## src/rtl/core/mbtcp_pkg.sv

```systemverilog
// Shared types and constants of the Modbus TCP holding register read server.
package mbtcp_pkg;

    localparam int BANK_WORDS    = 4096;
    localparam int BANK_AW       = $clog2(BANK_WORDS);
    localparam int MAX_ADU_BYTES = 260;
    localparam int MAX_LENGTH    = MAX_ADU_BYTES - 6;
    localparam int HDR_LAST      = 6;

    localparam logic [7:0] FUNC_READ_HOLDING = 8'h03;
    localparam logic [7:0] EXC_FLAG          = 8'h80;
    localparam logic [7:0] EXC_NONE          = 8'h00;
    localparam logic [7:0] EXC_ILLEGAL_FUNC  = 8'h01;
    localparam logic [7:0] EXC_ILLEGAL_ADDR  = 8'h02;
    localparam logic [7:0] EXC_ILLEGAL_VALUE = 8'h03;
    localparam logic [7:0] EXC_DEVICE_FAIL   = 8'h04;
    localparam logic [7:0] EXC_GATEWAY       = 8'h0B;

    typedef enum logic [1:0] {
        REQ_BYTE  = 2'd0,
        REQ_WRITE = 2'd1,
        REQ_CONN  = 2'd2,
        REQ_NONE  = 2'd3
    } req_type_t;

    typedef enum logic [1:0] {
        CFG_STRICT   = 2'd0,
        CFG_UNIT     = 2'd1,
        CFG_MAXCOUNT = 2'd2,
        CFG_BANK     = 2'd3
    } cfg_index_t;

    typedef enum logic [1:0] {
        SEL_HDR  = 2'd0,
        SEL_WHI  = 2'd1,
        SEL_WLO  = 2'd2,
        SEL_ZERO = 2'd3
    } byte_sel_t;

    typedef struct packed {
        logic      push;
        byte_sel_t sel;
        logic      last;
        logic      close;
        logic      clear;
    } mbtcp_cmd_t;

    typedef struct packed {
        logic ev_close;
        logic ev_answer;
        logic out_free;
        logic is_exc;
        logic hdr_done;
        logic words_done;
    } mbtcp_status_t;

endpackage

```

## src/rtl/core/mbtcp_ctrl.sv

```systemverilog
// Controller state machine that sequences close results and responses.
module mbtcp_ctrl
    import mbtcp_pkg::*;
(
    input  logic          clk,
    input  logic          rst_n,
    input  logic          in_fire,
    input  mbtcp_status_t status,
    output mbtcp_cmd_t    cmd,
    output logic          in_ready
);

    typedef enum logic [2:0] {
        ST_IDLE,
        ST_CLOSE,
        ST_HDR,
        ST_RD,
        ST_HI,
        ST_LO
    } state_t;

    state_t state_reg, state_next;
    logic   in_ready_reg;

    always_comb
    begin
        state_next = state_reg;
        cmd        = '{push: 1'b0, sel: SEL_ZERO, last: 1'b0, close: 1'b0, clear: 1'b0};
        case (state_reg)
            ST_IDLE:
            begin
                if (in_fire && status.ev_close)
                begin
                    state_next = ST_CLOSE;
                end
                else if (in_fire && status.ev_answer)
                begin
                    state_next = ST_HDR;
                end
            end
            ST_CLOSE:
            begin
                if (status.out_free)
                begin
                    cmd.close  = 1'b1;
                    state_next = ST_IDLE;
                end
            end
            ST_HDR:
            begin
                if (status.out_free)
                begin
                    cmd.push = 1'b1;
                    cmd.sel  = SEL_HDR;
                    if (status.hdr_done)
                    begin
                        if (status.is_exc)
                        begin
                            cmd.last   = 1'b1;
                            cmd.clear  = 1'b1;
                            state_next = ST_IDLE;
                        end
                        else
                        begin
                            state_next = ST_RD;
                        end
                    end
                end
            end
            ST_RD:
            begin
                state_next = ST_HI;
            end
            ST_HI:
            begin
                if (status.out_free)
                begin
                    cmd.push   = 1'b1;
                    cmd.sel    = SEL_WHI;
                    state_next = ST_LO;
                end
            end
            ST_LO:
            begin
                if (status.out_free)
                begin
                    cmd.push = 1'b1;
                    cmd.sel  = SEL_WLO;
                    if (status.words_done)
                    begin
                        cmd.last   = 1'b1;
                        cmd.clear  = 1'b1;
                        state_next = ST_IDLE;
                    end
                    else
                    begin
                        state_next = ST_RD;
                    end
                end
            end
            default:
            begin
                state_next = ST_IDLE;
            end
        endcase
    end

    always_ff @(posedge clk or negedge rst_n)
    begin
        if (!rst_n)
        begin
            state_reg    <= ST_IDLE;
            in_ready_reg <= 1'b1;
        end
        else
        begin
            state_reg    <= state_next;
            in_ready_reg <= (state_next == ST_IDLE);
        end
    end

    assign in_ready = in_ready_reg;

endmodule

```

## config.mk

```make
export PLATFORM = sky130hd
export DESIGN_NAME = mbtcp_ctrl
export DESIGN_NICKNAME = d
export VERILOG_FILES = /design/src/rtl/core/mbtcp_pkg.sv /design/src/rtl/core/mbtcp_ctrl.sv
export SDC_FILE = /design/constraint.sdc
export NUM_CORES = 1
export LEC_CHECK = 0
export ABC_AREA = 1
export BUFFER_PORTS_ARGS = -buffer_cell sky130_fd_sc_hd__clkbuf_2
export CAP_MARGIN = 10
export CORE_AREA = 2 2 39 41
export DETAILED_ROUTE_END_ITERATION = 16
export DIE_AREA = 0 0 41 43
export GPL_ROUTABILITY_DRIVEN = 0
export REMOVE_ABC_BUFFERS = 1
export SYNTH_ARGS = -nofsm -noshare
export SYNTH_HDL_FRONTEND = slang
export SYNTH_SLANG_ARGS = --single-unit
export TNS_END_PERCENT = 50
```

## constraint.sdc

```tcl
create_clock -name clk -period 0.9 [get_ports clk]
set_input_delay 0.135 -clock clk [delete_from_list [all_inputs] [get_ports clk]]
set_output_delay 0.135 -clock clk [all_outputs]
set_load 0.02 [all_outputs]
```

Word level (Yosys, flattened, before mapping). Cells that the tools add are included.

Bits in registers: 4. Input bits: 9.

Equal/unequal tests: 5. Muxes and demuxes: 23. Reductions and logical operators: 4.

Operators by type and width (number): 3-bit two-way mux (8); 3-bit case mux with 6 select lines (1); 3-bit case mux with 3 select lines (1); 4-bit two-way mux (2); 1-bit two-way mux (7); 3-bit by 2-bit equality test with 1-bit output (second input constant) (2); 3-bit equality test (second input constant) (2); 3-bit logical NOT (2); 2-bit two-way mux (2); 1-bit case mux with 2 select lines (2); 3-bit by 1-bit equality test with 1-bit output (second input constant) (1); 1-bit logical AND (2).

Depth between registers and ports, before layout. Gate-level depths: netlist of the first run.

Depth in word-level cells: 5. Mapped depth: 6. Mapped depth without buffers: 6.

Least setup slack after synthesis of the first run. Ideal clock, no wire load.

Kind: register to output. Start point: reg state_reg[2]. End point: out cmd[4] in the netlist's numbering. Data arrival time: 1.123 ns. Data required time: 0.765 ns. Path slack: -0.358 ns. Cell stages (with the launch flop): 7. Cell sequence: dfrtp_1 > inv_1 > nand2_1 > nor2_1 > nand2_1 > nand2_1 > nand2_1.

RTL lines: from (decl) (RTL line mbtcp_ctrl.sv:22) `state_t state_reg, state_next;`; from (signal assigned) (RTL line mbtcp_ctrl.sv:117) `state_reg <= state_next;`; to (decl) (RTL line mbtcp_ctrl.sv:9) `output mbtcp_cmd_t cmd,`.

==> results of run 1 <==
==> cell type report <==
cell class / count / area, µm²
inverters: 9 / 33.8
clock buffers: 4 / 26.3
multi-input cells: 38 / 244
fillers: 135 / 774
well taps: 16 / 20.0
flip-flops and latches: 4 / 104
repair buffers: 23 / 181
==> logic make-up after synthesis <==
logic type | Yosys count | synth area share [%]
simple gates | 33 | 48.6
flops | 4 | 31.5
buf+inv | 9 | 10.5
compound gates | 5 | 9.34
==> power by group through the flow <==
stage               combinational, W  sequential (W)  clock (W)
finish                       0.00113        0.000400   0.000240
global route                 0.00123        0.000408   0.000254
CTS                         0.000926        0.000370   0.000246
detailed placement          0.000738        0.000345          0
global placement            0.000729        0.000346          0
floorplan                   0.000460        0.000372          0
==> per-stage QoR <==
step	std cells	total power, W	cell area, µm²
6_report	94	0.00177	609
5_1_grt	94	0.00189	609
4_1_cts	92	0.00154	533
3_5_place_dp	85	0.00108	439
3_3_place_gp	85	0.00107	439
2_1_floorplan	51	0.000832	322
==> routing by layer <==
metal  wire (µm)  up-vias  global-route usage [%]
li1            -      218                       -
met1         366      192                    14.4
met2         530        9                    16.3
met3          31        0                       0
met4           0        0                    4.00
met5           0        -                       0
==> worst paths after layout <==
| check | end | cells past startpoint | slack [ns] | start |
|---|---|---|---|---|
| max | cmd[3] | 6 | -0.44 | state_reg[2]$_DFF_PN0_ |
| min | state_reg[2]$_DFF_PN0_ | 2 | 0.23 | rst_n |
| max reg2reg | in_ready$_DFF_PN1_ | 8 | -0.27 | state_reg[2]$_DFF_PN0_ |
| min reg2reg | state_reg[1]$_DFF_PN0_ | 3 | 0.73 | state_reg[1]$_DFF_PN0_ |
| max in group asynchronous | in_ready$_DFF_PN1_ | 2 | 0.45 | rst_n |
| min in group clk | state_reg[0]$_DFF_PN0_ | 4 | 0.24 | status[2] |
==> cells in the mapped netlist (all sizes together) <==
cell type / n / area [µm²]
nand2: 15 / 58.8
o21ai: 2 / 10.0
nor2: 11 / 51.3
o21a: 1 / 7.51
clkinv: 1 / 3.75
dfstp: 1 / 26.3
nand4: 1 / 6.26
dfrtp: 3 / 75.1
inv: 8 / 30.0
nand3: 6 / 40.0
o22ai: 2 / 12.5
==> worst reg2reg max path, cell delays in order (launching register included) <==
cell and delay, ns:
dfrtp_1 0.37, buf_4 0.16, nor2_4 0.11, buf_4 0.11
nand2_1 0.05, nor2_2 0.10, nor2_2 0.05, nand4_1 0.09
nor2_2 0.04
==> repair_timing <==
action / 4_1_cts / 5_1_grt
gates resized for setup: 15 / 23
hold buffers: 1 / 0
endpoints found under the hold margin: 4 / 0
buffers inserted: 2 / 2
pin swaps: 3 / 4
endpoints found under the setup margin: 10 / 11
==> run_results.csv, run 1 <==
group,metric,value,unit
routing,drtIter0Drc,2,
power_and_ir_drop,powerDensity,2910,nW/µm²
power_and_ir_drop,p_sw,0.000771,W
timing,post-route-period-util,149,%
cells_and_area,final_common_cell,"nand2_1",
global_route,grt_pass1_vias,360,
global_route,antenna_found_initial,0,
cells_and_area,largest_reg_flops,3,
timing,rsz0062_at_grt,"yes",
cells_and_area,num_antenna_cells,0,
cells_and_area,final_cell_mix,"9 x nand2_1, 8 x clkbuf_2, 8 x buf_4, 7 x inv_1, 6 x nor2_2",
status,violations,"setup timing",
power_and_ir_drop,switching_share,43.5,%
floorplan,core_area,1380,µm²
clocking,cts_root_buffer,"clkbuf_4",
setup_path,start_kind,"flip-flop",
power_and_ir_drop,p_comb_share,63.9,%
logic_synthesis,yosysWarnings,0,
cells_and_area,final_util,44.0,%
routing,ant_nets,0,
logic_synthesis,ys_ff_latch,4,
floorplan,initial_core_util,23.2,%
global_route,grt_use_total,10.3,%
hold_path,hold_path.class,"in -> async",
power_and_ir_drop,seqPwrFrac,22.6,%
timing,max_freq,745,MHz
setup_path,cp_max_fo,4,
power_and_ir_drop,ir_drop,0.867,mV
routing,routed_via_density,4.46,
timing,finalHoldViolCount,0,
setup_path,critical_path.top_delay_family,"flip-flops",
clocking,clock-sinks,4,
clocking,cts_tree,"yes",
timing,setup_slack,-0.443,ns
logic_synthesis,synth_area_per_cell,6.31,µm²
floorplan,dieHeight,43,µm
clocking,clk-insertion-delay-late,0.24,ns
setup_path,crit_required,0.76,ns
clocking,cts.path.max_buffers,2,
logic_synthesis,ys_seq_area_share,31.5,%
clocking,htreeDepth,1,
timing,fin_crit,1.34,ns
setup_path,end_kind,"primary output",
cells_and_area,drive_above_1_share,60.3,%
power_and_ir_drop,internal_power,0.00100,W
flow_run,max_cap_violations,0,
cells_and_area,nNetsFinal,88,
logic_synthesis,syn-instance-count,51,
status,status,"finished, violations left",
timing,worstMarginPinSlew,0.188,ns
clocking,path_clk_slew,0.04,ns
floorplan,fp-row-count,14,
place,place_ws,-0.265,ns
timing,setup_viol,11,
routing,wirelength,929,µm
setup_path,crit_type,"reg -> out",
place,port_buffers,15,
logic_synthesis,synth_area,322,µm²
logic_synthesis,yosysUniqueCellTypes,14,
floorplan,io_pins,16,
timing,final.setup.tns,-3.38,ns
cells_and_area,area_growth,89.5,%
place,hpwl,631,µm
floorplan,die_w,41,µm
timing,drv_slew,0,
power_and_ir_drop,pwr-share-clk,13.5,%
timing,relSlewSlack,87.5,%
routing,drc,0,
routing,drtPass1Iterations,4,
setup_path,slowest_stage,"dfrtp_1",
routing,vias,419,
global_route,grt_overflow,0,
setup_path,crit_buf_inv,2,
timing,timing.hold.ws,0.233,ns
timing,fin_worst_skew,0.00981,ns
global_route,grt_max_degree,8,
routing,post_drt_wl_per_cell,9.88,µm
setup_path,slowest_delay,0.37,ns
global_route,grt_pass1_wl,1310,µm
setup_path,crit_arrival,1.21,ns
setup_path,cp_cell_sequence,"inv_1, nand2_2, nor2_4, nand2_4, o21a_1, buf_6",
power_and_ir_drop,p_leak,0.323,nW
floorplan,dieArea,1760,µm²
clocking,numCtsBuffers,3,
No activity file was read; power rests on OpenSTA's default activity.
==> inputs of run 2 (changes only) <==
--- a/config.mk
+++ b/config.mk
@@ -9,6 +9,7 @@
 export BUFFER_PORTS_ARGS = -buffer_cell sky130_fd_sc_hd__clkbuf_2
 export CAP_MARGIN = 10
 export CORE_AREA = 2 2 39 41
+export CTS_BUF_LIST = sky130_fd_sc_hd__clkbuf_16
 export DETAILED_ROUTE_END_ITERATION = 16
 export DIE_AREA = 0 0 41 43
 export GPL_ROUTABILITY_DRIVEN = 0
==> run 2 against run 1 <==
Die area is the same. Worst setup slack gained 0.0060 ns. Critical endpoint unchanged. Largest power group unchanged. Power grew 21%. The flow still finishes with violations (setup timing). Critical path depth shrank 1.
==> run_results.csv, run 2 (synthesized netlist as in run 1, its figures left out) <==
group,metric,value,unit
power_and_ir_drop,p_sw,0.000804,W
timing,relSlewSlack,87.1,%
floorplan,fp-row-count,14,
status,violations,"setup timing",
routing,drc,0,
clocking,cts.path.max_buffers,2,
cells_and_area,area_growth,102,%
timing,rsz0062_at_grt,"yes",
clocking,htreeDepth,1,
floorplan,dieArea,1760,µm²
power_and_ir_drop,switching_share,37.6,%
timing,drv_slew,0,
global_route,grtUsageMet1,15.4,%
power_and_ir_drop,total_power,0.00214,W
routing,ant_nets,0,
timing,setup_viol,11,
setup_path,slowest_delay,0.43,ns
place,dp_cells,85,
global_route,grt_use_met2,15.6,%
setup_path,start_kind,"flip-flop",
flow_run,max_cap_violations,0,
floorplan,initial_core_util,23.2,%
setup_path,rrSetupSlack,-0.28,ns
setup_path,crit_buf_inv,1,
clocking,cts_tree,"yes",
setup_path,end_kind,"primary output",
power_and_ir_drop,p_comb_share,47.5,%
routing,routed_via_density,4.51,
power_and_ir_drop,seqPwrFrac,18.8,%
clocking,clk-insertion-delay-late,0.23,ns
setup_path,slowest_stage,"dfrtp_2",
cells_and_area,final_cells,93,
power_and_ir_drop,internal_power,0.00134,W
setup_path,crit_type,"reg -> out",
status,status,"finished, violations left",
place,hpwl,631,µm
clocking,path_clk_slew,0.03,ns
floorplan,io_pins,16,
place,port_buffers,15,
timing,max_freq,748,MHz
cells_and_area,num_antenna_cells,0,
global_route,grtUsageMet3,1.57,%
setup_path,critical_path.top_delay_family,"flip-flops",
cells_and_area,final_cell_mix,"11 x nand2_1, 9 x clkbuf_2, 7 x inv_1, 7 x buf_4, 5 x nor2_1",
routing,vias,419,
timing,fin_crit,1.34,ns
routing,drtPass1Iterations,4,
setup_path,cp_cell_sequence,"nand2_2, nor2_4, nand2_4, o21a_1, clkbuf_2",
timing,setup_slack,-0.437,ns
cells_and_area,nNetsFinal,87,
setup_path,crit_arrival,1.20,ns
floorplan,dieHeight,43,µm
global_route,busiest_layer,"met2",
global_route,grt_overflow,0,
cells_and_area,final_util,46.8,%
cells_and_area,drive_above_1_share,58.4,%
clocking,numCtsBuffers,3,
cells_and_area,final_common_cell,"nand2_1",
power_and_ir_drop,pwr-share-clk,33.7,%
global_route,grt_pass1_wl,1370,µm
floorplan,die_w,41,µm
power_and_ir_drop,ir_drop,1.38,mV
hold_path,hold_path.class,"in -> reg",
floorplan,core_area,1380,µm²
global_route,grt_max_degree,8,
clocking,clock-sinks,4,
timing,fin_worst_skew,0.00405,ns
routing,wirelength,916,µm
clocking,cts_root_buffer,"clkbuf_16",
global_route,grt_pass1_vias,370,
global_route,antenna_found_initial,0,
place,place_ws,-0.265,ns
cells_and_area,largest_reg_flops,3,
global_route,grt_use_total,11.3,%
timing,worstMarginPinSlew,0.194,ns
routing,drtIter0Drc,3,
routing,post_drt_wl_per_cell,9.85,µm
timing,finalHoldViolCount,0,
timing,post-route-period-util,149,%
power_and_ir_drop,p_leak,0.343,nW
setup_path,crit_required,0.76,ns
setup_path,cp_max_fo,4,
power_and_ir_drop,powerDensity,3300,nW/µm²
cells_and_area,n_fill_cell,129,
run 2: path summary, 6_finish.rpt:
path,depth (start not counted),to,startpoint
setup / recovery,5,cmd[3],state_reg[1]$_DFF_PN0_
hold / removal,4,state_reg[0]$_DFF_PN0_,status[2]
setup reg to reg,7,in_ready$_DFF_PN1_,state_reg[1]$_DFF_PN0_
hold reg to reg,3,state_reg[1]$_DFF_PN0_,state_reg[1]$_DFF_PN0_
max in group asynchronous,2,in_ready$_DFF_PN1_,rst_n
min in group asynchronous,2,state_reg[2]$_DFF_PN0_,rst_n
run 2: power by group through the flow:
stage	sequential [W]	clock [W]	combinational, W
floorplan	0.000372	0	0.000460
global placement	0.000346	0	0.000729
detailed placement	0.000345	0	0.000738
CTS	0.000370	0.000725	0.000872
global route	0.000413	0.000734	0.00111
finish	0.000402	0.000722	0.00102
run 2: final cells by class:
type | instances | area (µm²) | share of cell area [%]
multi-input combinational | 38 | 248 | 38.2
timing repair buffer | 22 | 164 | 25.3
sequential | 4 | 104 | 16.0
clock buffer | 3 | 75.1 | 11.6
inverter | 9 | 33.8 | 5.21
tap | 16 | 20.0 | 3.09
clock inverter | 1 | 3.75 | 0.579
run 2: per-layer routing:
metal  part of all wire, %  wire [µm]
met1                    41        372
met2                    54        491
met3                   3.4         31
met4                   2.2         20
met5                     0          0
run 2: worst register-to-register path, cell delays in order (launching register included):
cell	delay [ns]
dfrtp_2	0.43
nand2_2	0.11
nor2_4	0.05
buf_4	0.13
buf_4	0.13
o21ai_2	0.05
nand3_2	0.10
nor2_2	0.11
run 2: stage by stage:
step / area, µm² / hold WS, ns / setup TNS [ns]
global route: 648 / 0.255 / -3.81
finish: 648 / 0.224 / -3.26
detailed placement: 439 / -0.0581 / -1.95
floorplan: 322 / -0.161 / -1.59
CTS: 587 / 0.222 / -3.37
global placement: 439 / -0.0586 / -1.99
run 2: what timing repair did:
action	in CTS	in global routing
resized for setup	15	18
setup endpoints to repair	10	11
pin swaps	1	5
hold buffers	1	0
buffers inserted	2	1
endpoints found under the hold margin	4	0
==> inputs of run 3 (changes only) <==
--- a/config.mk
+++ b/config.mk
@@ -5,7 +5,6 @@
 export SDC_FILE = /design/constraint.sdc
 export NUM_CORES = 1
 export LEC_CHECK = 0
-export ABC_AREA = 1
 export BUFFER_PORTS_ARGS = -buffer_cell sky130_fd_sc_hd__clkbuf_2
 export CAP_MARGIN = 10
 export CORE_AREA = 2 2 39 41
==> run 3 against run 2 <==
The flow still finishes with violations (setup timing). Utilization shrank 0.72 points. Hold slack gained 0.011 ns. Count of clock-buffer cells in the layout is the same. Maximum frequency shrank 7.2%. Register-to-register slack lost 0.20 ns. Synthesized cell count shrank 27%. Largest power group unchanged.
==> run_results.csv, run 3 <==
group,metric,value,unit
status,status,"finished, violations left",
status,violations,"setup timing",
power_and_ir_drop,p_sw,0.000682,W
power_and_ir_drop,internal_power,0.00144,W
routing,post_drt_wl_per_cell,11.6,µm
floorplan,dieArea,1760,µm²
floorplan,initial_core_util,22.2,%
floorplan,dieHeight,43,µm
clocking,numCtsBuffers,3,
logic_synthesis,synth_flop_cell,"dfrtp_1",
routing,ant_nets,0,
global_route,grt_use_total,12.5,%
timing,finalHoldViolCount,0,
floorplan,die_w,41,µm
logic_synthesis,synth_area_per_cell,8.28,µm²
setup_path,r2r_end,"in_ready$_DFF_PN1_",
global_route,antenna_found_initial,0,
power_and_ir_drop,p_comb_share,50.4,%
clocking,htreeDepth,1,
timing,setup_viol,11,
cells_and_area,nNetsFinal,74,
power_and_ir_drop,pwr-share-clk,33.4,%
routing,routed_via_density,4.61,
routing,drtPass1Iterations,2,
timing,fin_worst_skew,0.00470,ns
setup_path,crit_required,0.76,ns
logic_synthesis,ys_ff_latch,4,
setup_path,rrSetupSlack,-0.48,ns
floorplan,fp-row-count,14,
setup_path,crit_type,"reg -> out",
power_and_ir_drop,ir_drop,0.907,mV
flow_run,max_cap_violations,0,
routing,wirelength,926,µm
logic_synthesis,synth_area,307,µm²
logic_synthesis,yosysWarnings,0,
timing,fin_crit,1.44,ns
floorplan,io_pins,16,
logic_synthesis,synth_area_leader_cell,"dfrtp_1",
clocking,path_clk_slew,0.03,ns
timing,rsz0062_at_grt,"yes",
global_route,grt_max_degree,12,
routing,vias,369,
setup_path,cp_max_fo,3,
setup_path,crit_start,"state_reg[0]$_DFF_PN0_",
clocking,clock-sinks,4,
logic_synthesis,synth_top_cell_area_share,24.5,%
power_and_ir_drop,seqPwrFrac,16.2,%
hold_path,min_to,"state_reg[1]$_DFF_PN0_",
logic_synthesis,yosysMostFrequentCell,"nand2_1",
cells_and_area,num_antenna_cells,0,
clocking,cts.path.max_buffers,2,
logic_synthesis,ys_seq_area_share,33.1,%
routing,drc,0,
place,dp_cells,72,
global_route,grt_pass1_wl,1430,µm
power_and_ir_drop,switching_share,32.1,%
cells_and_area,final_common_cell,"buf_4",
routing,drtIter0Drc,4,
cells_and_area,final_cell_mix,"9 x buf_4, 8 x clkbuf_2, 5 x nand2_1",
timing,drv_slew,0,
floorplan,core_area,1380,µm²
place,hpwl,641,µm
cells_and_area,final_util,46.1,%
timing,final.setup.tns,-4.27,ns
setup_path,crit_arrival,1.31,ns
setup_path,reg2regPathDepth,5,
logic_synthesis,ys_top_cells_by_count,"5 x nand2_1, 4 x o21ai_0, 3 x dfrtp_1, 3 x nor2b_1",
timing,setup_slack,-0.540,ns
power_and_ir_drop,total_power,0.00212,W
setup_path,end_kind,"primary output",
timing,max_freq,694,MHz
clocking,clk-insertion-delay-late,0.23,ns
cells_and_area,final_area,638,µm²
cells_and_area,final_cells,80,
cells_and_area,largest_reg_flops,3,
clocking,cts_root_buffer,"clkbuf_16",
logic_synthesis,synth.top_cells.by_area,"dfrtp_1 24%, dfstp_2 8.6%, o21ai_0 6.5%",
cells_and_area,drive_above_1_share,56.3,%
logic_synthesis,synth_edf_count,0,
logic_synthesis,syn-instance-count,37,
hold_path,hold_path.class,"in -> reg",
timing,post-route-period-util,160,%
power_and_ir_drop,p_leak,0.309,nW
place,port_buffers,15,
logic_synthesis,yosysUniqueCellTypes,22,
global_route,grt_overflow,0,
cells_and_area,area_growth,108,%
setup_path,r2r_start,"state_reg[1]$_DFF_PN0_",
power_and_ir_drop,powerDensity,3330,nW/µm²
logic_synthesis,async_reset_ff_share,100,%
timing,relSlewSlack,84.2,%
hold_path,whs_path_depth,3,
global_route,grt_pass1_vias,352,
setup_path,start_kind,"flip-flop",
place,placed_area,438,µm²
clocking,cts_tree,"yes",
hold_path,min-delay-start,"status[4]",
timing,worstMarginPinSlew,0.237,ns
## run 3: cell types whose count changed after synthesis, sizes merged, moves of 3 or more
cell,change
nor2,-9
inv,-6
nand2,-10
nor2b,+3
nand3,-4
## run 3: power groups by stage
| stage | clock network, W | logic (W) | registers, W |
|---|---|---|---|
| 3_3_place_gp | 0 | 0.000713 | 0.000327 |
| 6_report | 0.000709 | 0.00107 | 0.000345 |
| 5_1_grt | 0.000731 | 0.00116 | 0.000352 |
| 2_1_floorplan | 0 | 0.000363 | 0.000392 |
| 4_1_cts | 0.000712 | 0.000989 | 0.000341 |
| 3_5_place_dp | 0 | 0.000720 | 0.000331 |
## run 3: how the worst max path moves through the flow
| stage | slack, ns | to | cells past startpoint |
|---|---|---|---|
| 2_1_floorplan | -0.41 | cmd[0] | 3 |
| 3_3_place_gp | -0.34 | cmd[0] | 4 |
| 3_5_place_dp | -0.36 | in_ready$_DFF_PN1_ | 5 |
| 4_1_cts | -0.57 | cmd[0] | 4 |
| 5_1_grt | -0.62 | cmd[2] | 4 |
| 6_report | -0.54 | cmd[2] | 4 |
## run 3: cell type report
type,instances,area [µm²]
Clock inverter,1,3.75
Sequential cell,4,101
Timing Repair Buffer,25,200
Inverter,2,7.51
Fill cell,125,746
Multi-Input combinational cell,29,230
Tap cell,16,20.0
Clock buffer,3,75.1
## run 3: critical path, cell delays in order, from the launching register on
cell,delay [ns]
dfrtp_1,0.40
nor3b_2,0.26
a32oi_1,0.15
nor2b_1,0.13
buf_4,0.15
## run 3: timing repair
action | 4_1_cts | 5_1_grt
hold buffers | 1 | 0
endpoints found under the hold margin | 4 | 0
endpoints found under the setup margin | 11 | 11
setup buffers | 3 | 0
resized for setup | 17 | 10
pin swaps | 4 | 4
## run 3: routing by layer
| metal | global-route usage, % | wire length (µm) | vias up |
|---|---|---|---|
| li1 | - | - | 186 |
| met1 | 13.6 | 386 | 171 |
| met2 | 20.0 | 484 | 10 |
| met3 | 3.14 | 36 | 2 |
| met4 | 8.00 | 18 | 0 |
| met5 | 0 | 0 | - |
## run 3: metrics by stage
step / worst slack [ns] / hold WS (ns)
after detailed placement: -0.358 / -0.0511
final: -0.540 / 0.234
after global routing: -0.622 / 0.244
after floorplan: -0.407 / -0.161
after global placement: -0.344 / -0.0563
after CTS: -0.571 / 0.200
## run 3: logic make-up after synthesis
family	share of synthesized area (%)
DFF	33.1
and+or+nand+nor	38.4
AOI/OAI and AO/OA	20.4
xor gates and xnor gates	2.86
buffers and inverters	5.30
